File: src/design/swm_pkg.sv
package swm_pkg;

    // Field widths of the request payloads.
    localparam int IN_BITS   = 16;
    localparam int WIDTH_W   = 17;
    localparam int QUOT_BITS = 16;

    // Default build parameters.
    localparam int DEF_MAX_PAIRS_LOG2 = 20;
    localparam int DEF_SAMPLE_BITS    = 16;

    // Width of 1.0 in Q1.16.
    localparam logic [WIDTH_W-1:0] FULL_WIDTH = WIDTH_W'(65536);

    // Energy accumulator width: a run of 2^pairs_log2 full-scale squares, capped at 64 bits.
    function automatic int energy_width(input int sample_bits, input int pairs_log2);
        int w;
        w = 2 * sample_bits - 1 + pairs_log2;
        return (w > 64) ? 64 : w;
    endfunction

    // Signed cross-product accumulator width, capped at 64 bits.
    function automatic int cross_width(input int sample_bits, input int pairs_log2);
        int w;
        w = 2 * sample_bits + pairs_log2;
        return (w > 64) ? 64 : w;
    endfunction

    localparam int DEF_ROOT_W = energy_width(DEF_SAMPLE_BITS, DEF_MAX_PAIRS_LOG2);

    typedef struct packed {
        logic signed [IN_BITS-1:0] left_sample;
        logic signed [IN_BITS-1:0] right_sample;
        logic                      last_pair;
    } t_in_req;

    typedef struct packed {
        logic [WIDTH_W-1:0] width_value;
        logic               silent_channel;
        logic               run_overflow;
    } t_out_req;

    // Commands from the controller to the datapath.
    typedef struct packed {
        logic acc_en;
        logic load;
        logic mul_step;
        logic sqrt_step;
        logic div_init;
        logic div_step;
        logic out_load;
    } t_dp_cmd;

    // Status from the datapath to the controller.
    typedef struct packed {
        logic silent;
        logic mag_ge_d;
    } t_dp_status;

endpackage

File: src/design/swm_datapath.sv
module swm_datapath #(
    parameter int MAX_PAIRS_LOG2 = swm_pkg::DEF_MAX_PAIRS_LOG2,
    parameter int SAMPLE_BITS    = swm_pkg::DEF_SAMPLE_BITS,
    parameter int EN_W           = swm_pkg::DEF_ROOT_W,
    parameter int CR_W           = swm_pkg::DEF_ROOT_W + 1
) (
    input  logic                i_clk,
    input  logic                i_rst_n,
    input  swm_pkg::t_dp_cmd    i_cmd,
    input  swm_pkg::t_in_req    i_in_req,
    output swm_pkg::t_dp_status o_status,
    output swm_pkg::t_out_req   o_out_req
);
    import swm_pkg::*;

    localparam int RAW_W = (SAMPLE_BITS > IN_BITS) ? SAMPLE_BITS : IN_BITS;
    localparam int PR_W  = 2 * SAMPLE_BITS;
    localparam int CNT_W = MAX_PAIRS_LOG2 + 1;
    localparam int P_W   = 2 * EN_W + 1;

    // Run accumulators.
    logic signed [CR_W-1:0]  r_cross;
    logic [EN_W-1:0]         r_left;
    logic [EN_W-1:0]         r_right;
    logic [CNT_W-1:0]        r_count;
    logic                    r_ovf;

    // End-of-run working registers.
    logic [EN_W-1:0]         r_md;
    logic [P_W-1:0]          r_p;
    logic [EN_W-1:0]         r_root;
    logic [EN_W:0]           r_rem;
    logic [QUOT_BITS-1:0]    r_quot;
    logic [CR_W-1:0]         r_mag;
    logic                    r_silent;
    logic                    r_ovf_run;
    logic                    r_sat;
    t_out_req                r_out;

    logic [RAW_W-1:0]        left_raw;
    logic [RAW_W-1:0]        right_raw;
    logic signed [SAMPLE_BITS-1:0] left_s;
    logic signed [SAMPLE_BITS-1:0] right_s;
    logic signed [PR_W-1:0]  cross_p;
    logic signed [PR_W-1:0]  left_sq;
    logic signed [PR_W-1:0]  right_sq;
    logic signed [CR_W:0]    cross_sum;
    logic [EN_W:0]           left_sum;
    logic [EN_W:0]           right_sum;
    logic signed [CR_W-1:0]  n_cross;
    logic [EN_W-1:0]         n_left;
    logic [EN_W-1:0]         n_right;
    logic [CR_W-1:0]         cross_mag;

    logic [EN_W:0]           mul_sum;
    logic [EN_W+2:0]         sq_rem_t;
    logic [EN_W+2:0]         sq_trial;
    logic [EN_W+2:0]         sq_diff;
    logic                    sq_ge;
    logic [EN_W:0]           dv_rem2;
    logic                    dv_ge;

    // Samples are the low SAMPLE_BITS bits of their fields, sign-extended.
    assign left_raw  = RAW_W'($unsigned(i_in_req.left_sample));
    assign right_raw = RAW_W'($unsigned(i_in_req.right_sample));
    assign left_s    = signed'(left_raw[SAMPLE_BITS-1:0]);
    assign right_s   = signed'(right_raw[SAMPLE_BITS-1:0]);

    assign cross_p  = left_s * right_s;
    assign left_sq  = left_s * left_s;
    assign right_sq = right_s * right_s;

    assign cross_sum = $signed({r_cross[CR_W-1], r_cross}) + (CR_W+1)'(cross_p);
    assign left_sum  = {1'b0, r_left} + (EN_W+1)'($unsigned(left_sq));
    assign right_sum = {1'b0, r_right} + (EN_W+1)'($unsigned(right_sq));

    // Sums saturate at the storage limits.
    always_comb begin
        if (cross_sum[CR_W] != cross_sum[CR_W-1]) begin
            n_cross = cross_sum[CR_W] ? $signed({1'b1, {(CR_W-1){1'b0}}})
                                      : $signed({1'b0, {(CR_W-1){1'b1}}});
        end else begin
            n_cross = cross_sum[CR_W-1:0];
        end
        n_left  = left_sum[EN_W]  ? {EN_W{1'b1}} : left_sum[EN_W-1:0];
        n_right = right_sum[EN_W] ? {EN_W{1'b1}} : right_sum[EN_W-1:0];
    end

    assign cross_mag = r_cross[CR_W-1] ? $unsigned(-r_cross) : $unsigned(r_cross);

    always_ff @(posedge i_clk) begin
        if (!i_rst_n) begin
            r_cross <= '0;
            r_left  <= '0;
            r_right <= '0;
            r_count <= '0;
            r_ovf   <= 1'b0;
        end else if (i_cmd.load) begin
            r_cross <= '0;
            r_left  <= '0;
            r_right <= '0;
            r_count <= '0;
            r_ovf   <= 1'b0;
        end else if (i_cmd.acc_en) begin
            if (!r_count[MAX_PAIRS_LOG2]) begin
                r_cross <= n_cross;
                r_left  <= n_left;
                r_right <= n_right;
                r_count <= r_count + 1'b1;
            end else begin
                r_ovf <= 1'b1;
            end
        end
    end

    // Shift-add multiply, one multiplier bit per step, low bits first.
    assign mul_sum = r_p[P_W-1:EN_W] + (r_p[0] ? {1'b0, r_md} : '0);

    // Restoring square root, two radicand bits per step.
    assign sq_rem_t = {r_rem, r_p[2*EN_W-1 -: 2]};
    assign sq_trial = {1'b0, r_root, 2'b01};
    assign sq_ge    = sq_rem_t >= sq_trial;
    assign sq_diff  = sq_rem_t - sq_trial;

    // Restoring division, one quotient bit per step. The remainder stays below the root.
    assign dv_rem2 = {r_rem[EN_W-1:0], 1'b0};
    assign dv_ge   = dv_rem2 >= {1'b0, r_root};

    always_ff @(posedge i_clk) begin
        if (i_cmd.load) begin
            r_md      <= r_left;
            r_p       <= P_W'(r_right);
            r_root    <= '0;
            r_rem     <= '0;
            r_mag     <= cross_mag;
            r_silent  <= o_status.silent;
            r_ovf_run <= r_ovf;
        end
        if (i_cmd.mul_step) begin
            r_p <= {1'b0, mul_sum, r_p[EN_W-1:1]};
        end
        if (i_cmd.sqrt_step) begin
            r_rem  <= sq_ge ? sq_diff[EN_W:0] : sq_rem_t[EN_W:0];
            r_root <= {r_root[EN_W-2:0], sq_ge};
            r_p    <= r_p << 2;
        end
        if (i_cmd.div_init) begin
            r_rem  <= {1'b0, r_mag[EN_W-1:0]};
            r_quot <= '0;
            r_sat  <= o_status.mag_ge_d;
        end
        if (i_cmd.div_step) begin
            r_rem  <= dv_ge ? (dv_rem2 - {1'b0, r_root}) : dv_rem2;
            r_quot <= {r_quot[QUOT_BITS-2:0], dv_ge};
        end
        if (i_cmd.out_load) begin
            if (r_silent) begin
                r_out.width_value <= FULL_WIDTH;
            end else if (r_sat) begin
                r_out.width_value <= '0;
            end else begin
                r_out.width_value <= FULL_WIDTH - {1'b0, r_quot};
            end
            r_out.silent_channel <= r_silent;
            r_out.run_overflow   <= r_ovf_run;
        end
    end

    assign o_status.silent   = (r_left == '0) || (r_right == '0);
    assign o_status.mag_ge_d = r_mag >= CR_W'(r_root);
    assign o_out_req         = r_out;

    a_load_clears: assert property (@(posedge i_clk) disable iff (!i_rst_n)
        i_cmd.load |=> (r_cross == '0) && (r_left == '0) && (r_right == '0)
                       && (r_count == '0) && !r_ovf)
        else $error("run accumulators not cleared after load");

endmodule

File: src/design/swm_ctrl.sv
module swm_ctrl #(
    parameter int ROOT_W = swm_pkg::DEF_ROOT_W
) (
    input  logic                i_clk,
    input  logic                i_rst_n,
    input  logic                i_in_valid,
    input  logic                i_last_pair,
    output logic                o_in_stall,
    input  logic                i_out_stall,
    output logic                o_out_valid,
    output swm_pkg::t_dp_cmd    o_cmd,
    input  swm_pkg::t_dp_status i_status
);
    import swm_pkg::*;

    localparam int CNT_W = $clog2(ROOT_W);

    typedef enum logic [6:0] {
        ST_ACC  = 7'b0000001,
        ST_LOAD = 7'b0000010,
        ST_MUL  = 7'b0000100,
        ST_SQRT = 7'b0001000,
        ST_CMP  = 7'b0010000,
        ST_DIV  = 7'b0100000,
        ST_HOLD = 7'b1000000
    } t_state;

    t_state          r_state;
    t_state          n_state;
    logic [CNT_W-1:0] r_step;
    logic [CNT_W-1:0] n_step;
    logic            r_out_valid;
    logic            n_out_valid;
    logic            out_free;

    assign out_free   = !r_out_valid || !i_out_stall;
    assign o_in_stall = (r_state != ST_ACC);

    always_comb begin
        n_state = r_state;
        n_step  = r_step;
        o_cmd   = '0;
        unique case (r_state)
            ST_ACC: begin
                o_cmd.acc_en = i_in_valid;
                if (i_in_valid && i_last_pair) begin
                    n_state = ST_LOAD;
                end
            end
            ST_LOAD: begin
                o_cmd.load = 1'b1;
                n_step     = CNT_W'(ROOT_W - 1);
                n_state    = i_status.silent ? ST_HOLD : ST_MUL;
            end
            ST_MUL: begin
                o_cmd.mul_step = 1'b1;
                if (r_step == '0) begin
                    n_step  = CNT_W'(ROOT_W - 1);
                    n_state = ST_SQRT;
                end else begin
                    n_step = r_step - 1'b1;
                end
            end
            ST_SQRT: begin
                o_cmd.sqrt_step = 1'b1;
                if (r_step == '0) begin
                    n_state = ST_CMP;
                end else begin
                    n_step = r_step - 1'b1;
                end
            end
            ST_CMP: begin
                o_cmd.div_init = 1'b1;
                n_step         = CNT_W'(QUOT_BITS - 1);
                n_state        = i_status.mag_ge_d ? ST_HOLD : ST_DIV;
            end
            ST_DIV: begin
                o_cmd.div_step = 1'b1;
                if (r_step == '0) begin
                    n_state = ST_HOLD;
                end else begin
                    n_step = r_step - 1'b1;
                end
            end
            ST_HOLD: begin
                if (out_free) begin
                    o_cmd.out_load = 1'b1;
                    n_state        = ST_ACC;
                end
            end
            default: begin
                n_state = ST_ACC;
            end
        endcase
    end

    always_comb begin
        if (o_cmd.out_load) begin
            n_out_valid = 1'b1;
        end else if (r_out_valid && !i_out_stall) begin
            n_out_valid = 1'b0;
        end else begin
            n_out_valid = r_out_valid;
        end
    end

    always_ff @(posedge i_clk) begin
        if (!i_rst_n) begin
            r_state     <= ST_ACC;
            r_step      <= '0;
            r_out_valid <= 1'b0;
        end else begin
            r_state     <= n_state;
            r_step      <= n_step;
            r_out_valid <= n_out_valid;
        end
    end

    assign o_out_valid = r_out_valid;

    a_silent_skips: assert property (@(posedge i_clk) disable iff (!i_rst_n)
        (r_state == ST_LOAD && i_status.silent) |=> (r_state == ST_HOLD))
        else $error("silent run did not go straight to result");

    a_div_ends: assert property (@(posedge i_clk) disable iff (!i_rst_n)
        (r_state == ST_DIV && r_step == '0) |=> (r_state == ST_HOLD))
        else $error("division did not end after the last quotient bit");

    a_load_shows: assert property (@(posedge i_clk) disable iff (!i_rst_n)
        o_cmd.out_load |=> (o_out_valid && r_state == ST_ACC))
        else $error("result load did not raise output valid");

endmodule

File: src/design/stereo_width_meter_unit.sv
// Channel  | Direction | Handshake                  | Payload
// ---------+-----------+----------------------------+-------------------------------------
// in       | input     | i_in_valid / o_in_stall    | i_in_req  (left, right, last pair)
// out      | output    | o_out_valid / i_out_stall  | o_out_req (width, silent, overflow)
//
// A sample pair is taken every cycle while a run is being accumulated.
// After the pair flagged last, the input stalls while the end-of-run unit runs a bit-serial
// multiply and square root (W steps each, where W = min(64, 2*SAMPLE_BITS - 1 + MAX_PAIRS_LOG2),
// 51 by default) and a 16-step divide. A silent run skips the multiply, root and divide;
// a correlation at or above one skips the divide.
// Reset is synchronous and active low; it clears the run and drops output valid.
// A stalled result waits in the output register; pairs of the next run are still taken,
// and only the next end-of-run waits longer for the register to free.
module stereo_width_meter_unit #(
    parameter int MAX_PAIRS_LOG2 = swm_pkg::DEF_MAX_PAIRS_LOG2,
    parameter int SAMPLE_BITS    = swm_pkg::DEF_SAMPLE_BITS
) (
    input  logic              i_clk,
    input  logic              i_rst_n,
    input  logic              i_in_valid,
    output logic              o_in_stall,
    input  swm_pkg::t_in_req  i_in_req,
    output logic              o_out_valid,
    input  logic              i_out_stall,
    output swm_pkg::t_out_req o_out_req
);
    import swm_pkg::*;

    // Accumulator widths follow from the sample width and the longest run.
    localparam int EN_W = energy_width(SAMPLE_BITS, MAX_PAIRS_LOG2);
    localparam int CR_W = cross_width(SAMPLE_BITS, MAX_PAIRS_LOG2);

    t_dp_cmd    cmd;
    t_dp_status status;

    // The controller sequences accumulation, multiply, root, divide and result load.
    swm_ctrl #(
        .ROOT_W (EN_W)
    ) u_ctrl (
        .i_clk       (i_clk),
        .i_rst_n     (i_rst_n),
        .i_in_valid  (i_in_valid),
        .i_last_pair (i_in_req.last_pair),
        .o_in_stall  (o_in_stall),
        .i_out_stall (i_out_stall),
        .o_out_valid (o_out_valid),
        .o_cmd       (cmd),
        .i_status    (status)
    );

    // The datapath holds the run sums and the shared end-of-run registers.
    swm_datapath #(
        .MAX_PAIRS_LOG2 (MAX_PAIRS_LOG2),
        .SAMPLE_BITS    (SAMPLE_BITS),
        .EN_W           (EN_W),
        .CR_W           (CR_W)
    ) u_datapath (
        .i_clk     (i_clk),
        .i_rst_n   (i_rst_n),
        .i_cmd     (cmd),
        .i_in_req  (i_in_req),
        .o_status  (status),
        .o_out_req (o_out_req)
    );

    // A shown width never exceeds 1.0.
    a_width_range: assert property (@(posedge i_clk) disable iff (!i_rst_n)
        o_out_valid |-> (o_out_req.width_value <= FULL_WIDTH))
        else $error("width above full scale");

    // A silent run always reports full width.
    a_silent_full: assert property (@(posedge i_clk) disable iff (!i_rst_n)
        (o_out_valid && o_out_req.silent_channel) |-> (o_out_req.width_value == FULL_WIDTH))
        else $error("silent run with width below full scale");

endmodule

File: config.mk
export PLATFORM = sky130hd
export DESIGN_NAME = stereo_width_meter_unit
export DESIGN_NICKNAME = d
export VERILOG_FILES = /design/src/design/swm_pkg.sv /design/src/design/swm_datapath.sv /design/src/design/swm_ctrl.sv /design/src/design/stereo_width_meter_unit.sv
export SDC_FILE = /design/constraint.sdc
export NUM_CORES = 2
export LEC_CHECK = 0
export BUFFER_PORTS_ARGS = -buffer_cell sky130_fd_sc_hd__buf_2
export CORE_ASPECT_RATIO = 0.8
export CORE_UTILIZATION = 46
export DETAILED_ROUTE_END_ITERATION = 12
export SETUP_SLACK_MARGIN = 0.2
export SLEW_MARGIN = 20
export SYNTH_ARGS = -nofsm -noshare
export SYNTH_HDL_FRONTEND = slang
export SYNTH_HIERARCHICAL = 1
export SYNTH_SLANG_ARGS = --single-unit
File: constraint.sdc
create_clock -name i_clk -period 23.6 [get_ports i_clk]
set_clock_uncertainty 0.05 [all_clocks]
set_input_delay 4.72 -clock i_clk [delete_from_list [all_inputs] [get_ports i_clk]]
set_output_delay 4.72 -clock i_clk [all_outputs]
set_load 0.03 [all_outputs]
==> summary.txt <==
Run status
  • Status: finished clean

Setup path
  • Crit end category: flop
  • Reg2Reg Depth: 22
  • CP Buf/Inv Count: 6
  • Worst setup SP type: primary input
  • Highest fanout seen on the critical path: 31
  • WS Path Type: in -> reg
  • R2R Path End: u_datapath/r_cross[35]
  • Slowest cell on crit path: o41ai_2
  • Reg-to-Reg Start: u_datapath/r_cross[15]
  • Flop2flop setup slack: 15.92 ns
  • Arr. time, crit path: 14.94 ns
  • Slowest Stage Delay on Critical Path: 0.89 ns
  • WP data required: 24.10 ns
  • Critical Path Most Common Cell: fa_1
  • CP top delay family: adder cells

Cells and area
  • Layout cells sized above 1: 4.08%
  • Register area: 14200 um2
  • Most frequent cells in the layout: 1141 x inv_1, 858 x fa_1, 644 x nand2_1
  • Finished Layout Cells: 9440
  • P&R area growth vs syn: 6.04%
  • Multi-input logic area: 49400 um2
  • Nets@finish: 8895
  • Commonest non-fill, non-tap cell in the layout: inv_1
  • Fillers: 14008

Die
  • I/O pins: 58
  • Initial Util: 46.6%
  • Rows: 126
  • Die extent in y: 349 um
  • Core area: 148000 um2
  • Chip width: 436 um
  • Die Area: 152000 um2

Drt
  • Pre-antenna DRT Iters: 5
  • Post-detailed-routing wire length: 183000 um
  • WL per Instance: 19.4 um
  • Number of remaining DRC errors: 0
  • DR vias/cell: 5.64
  • Routed Antenna Nets: 0
  • Vias post-DR: 53278
  • Iteration-0 DRC Markers: 4336

Clock network
  • Inserted Clock Buffers: 67
  • Post-CTS setup buffers: 0
  • Clock Tree Buf Depth: 3
  • Htree depth: 3
  • Hold-fix buffers at CTS: 0
  • Clock latency on the worst-skew pair: 0.65 ns
  • Count of cells resized by post-cts repair: 0
  • CTS tree: yes
  • Worst-path clk slew: 0.06 ns
  • CTS Sinks: 537
  • Clock root buffer: clkbuf_16

STA
  • RSZ-0062 raised after global routing: false
  • Slew HR: 19.0%
  • Min cycle time layout: 14.44 ns
  • Setup Viol. Count Final: 0
  • Max-slew violations: 0
  • Final Hold Fails: 0
  • Fmax: 0.0692 GHz
  • Slew at the pin closest to its max-slew limit: 1.20 ns
  • Setup TNS Final: 0 ns
  • Final worst-path cycle share: 61.2%
  • Hold_ws: 0.388 ns

Logic synthesis
  • Dominant synthesized flop cell: edfxtp_1
  • Unique cell type count in the Yosys netlist: 104
  • Post-Syn Instances: 7567
  • Total number of yosys warnings: 6
  • Post-synthesis sequential area ratio: 20.5%
  • Post-Syn Nets: 9062
  • Mapped Area: 69200 um2
  • EDFF count, synth: 345
  • Synth Register Bits: 537
  • Syn_area_per_cell: 9.14 um2
  • Post-synthesis async set-or-reset flop share: 0%

Worst hold path
  • Hold depth: 0
  • Worst Min Path Start: u_datapath/r_ovf
  • Hold Path End: u_datapath/r_ovf_run
  • Worst hold path class: reg -> reg

Placement
  • Post-DP HPWL: 143000 um
  • Port buffer count: 57
  • Dpl cells: 9315
  • Placer Congestion: 0.938

Global route
  • GRT Residual Overflow: 0
  • Largest net degree at the start of global routing: 101
  • First-pass GRT wire length: 295000 um
  • Initial antenna violation count: 6
  • Vias in the first global route: 52680
  • GRT Total Usage: 24.1%

Flow run
  • Max cap viols: 0
## final cells by class
cell class	instances	area share, %
timing repair buffer	102	0.850
sequential	537	19.4
antenna	2	0.00682
clock inverter	34	0.556
tap	1984	3.38
multi-input combinational	5538	67.4
inverter	1154	5.91
clock buffer	89	2.57
## worst max path at each step
stage | start | end | slack, ns | cells past startpoint
2_1_floorplan | i_in_req[20] | u_datapath/r_left[48] | 10.61 | 33
3_3_place_gp | i_in_req[32] | u_datapath/r_left[38] | 8.68 | 30
3_5_place_dp | i_in_req[32] | u_datapath/r_left[38] | 8.56 | 30
4_1_cts | i_in_req[32] | u_datapath/r_left[38] | 9.25 | 30
5_1_grt | i_in_req[32] | u_datapath/r_left[38] | 8.55 | 30
6_report | i_in_req[32] | u_datapath/r_left[38] | 9.16 | 30
## kinds of logic (layout without fill, tap and decap cells)
logic type | count (synthesis) | after routing | share of synthesized area (%)
other cells | 0 | 2 | 0
mux | 76 | 76 | 1.12
compound gates | 1669 | 1669 | 15.5
simple gates | 1904 | 1904 | 13.4
fa+ha+maj | 1463 | 1463 | 35.8
flops | 537 | 537 | 20.5
buf+inv | 1492 | 1379 | 8.21
xor+xnor | 426 | 426 | 5.39
## worst register-to-register path: stages, from the launching register on
cell and delay, ns:
dfxtp_1 0.50, inv_1 0.24, fa_1 0.56, inv_1 0.05, fa_1 0.48, fa_1 0.52, inv_1 0.05, fa_1 0.53
inv_1 0.05, fa_1 0.47, ha_1 0.40, a21oi_1 0.24, o221ai_1 0.13, a21oi_1 0.20, o21ba_2 0.19, o221ai_1 0.25
a211oi_2 0.56, o21ai_1 0.24, a311oi_4 0.64, nand2_1 0.40, buf_4 0.39, a41oi_1 0.29, a21oi_1 0.09
## Yosys cell counts (12+ instances only)
library cell / n / area [um2]
and3_1: 53 / 332
xor2_1: 146 / 1280
edfxtp_1: 345 / 10400
a211o_1: 13 / 114
and2_1: 266 / 1660
inv_1: 1141 / 4280
o211ai_1: 12 / 90.1
clkbuf_1: 290 / 1090
nand4_1: 85 / 532
ha_1: 599 / 7490
fa_1: 859 / 17200
a2111oi_0: 12 / 105
a41oi_1: 13 / 114
a221oi_1: 20 / 175
mux2i_1: 65 / 651
a22o_1: 42 / 368
nor2_1: 400 / 1500
o31ai_1: 35 / 263
nand3_1: 104 / 521
or3_1: 25 / 156
a221o_1: 29 / 290
nor2b_1: 52 / 325
a31o_2: 12 / 105
nand2_1: 644 / 2420
buf_2: 15 / 75.1
a31oi_1: 78 / 488
or2_2: 15 / 93.8
a21oi_1: 487 / 2440
buf_1: 23 / 86.3
o21bai_1: 60 / 450
o21a_1: 43 / 323
o21ai_0: 377 / 1890
dfxtp_1: 192 / 3840
and4_1: 24 / 210
o41ai_1: 17 / 149
nor3_1: 64 / 320
nand2b_1: 70 / 438
nor4_1: 39 / 244
o21ai_1: 12 / 60.1
a211oi_1: 43 / 323
a311oi_1: 14 / 123
xnor2_1: 280 / 2450
a21o_1: 228 / 1710
or4_1: 20 / 150
## routing by layer
metal	part of all wire [%]	routed length, um	up-vias	track usage (%)
li1	-	-	25132	-
met1	50	91200	26399	37.8
met2	42	76400	1582	35.4
met3	6.6	12000	163	2.89
met4	1.7	3180	2	4.82
met5	0.0071	13	-	0
## state kept, by name, summed over array words and instances (netlist names)
name	count
u_datapath/o_out_req	19
u_datapath/r_left	51
u_ctrl/r_state	7
u_datapath/r_p	103
u_datapath/r_ovf	1
u_datapath/r_cross	52
u_datapath/r_mag	52
u_datapath/r_rem	52
u_datapath/r_root	51
u_datapath/r_quot	16
u_datapath/r_ovf_run	1
u_datapath/r_right	51
u_datapath/r_silent	1
u_datapath/r_count	21
u_datapath/r_md	51
u_ctrl/r_step	6
u_ctrl/o_out_valid	1
u_datapath/r_sat	1
## per-stage QoR
| stage | util (%) | area (um2) | worst slack, ns |
|---|---|---|---|
| 6_report | 49.4 | 73300 | 9.16 |
| 4_1_cts | 49.4 | 73300 | 9.25 |
| 2_1_floorplan | - | 69200 | 10.61 |
| 3_5_place_dp | 47.9 | 71000 | 8.56 |
| 5_1_grt | 49.4 | 73300 | 8.55 |
| 3_3_place_gp | 47.9 | 71000 | 8.68 |
Power is not shown: default switching activity piles up to over one toggle a cycle in this logic, so the estimate is an artifact.
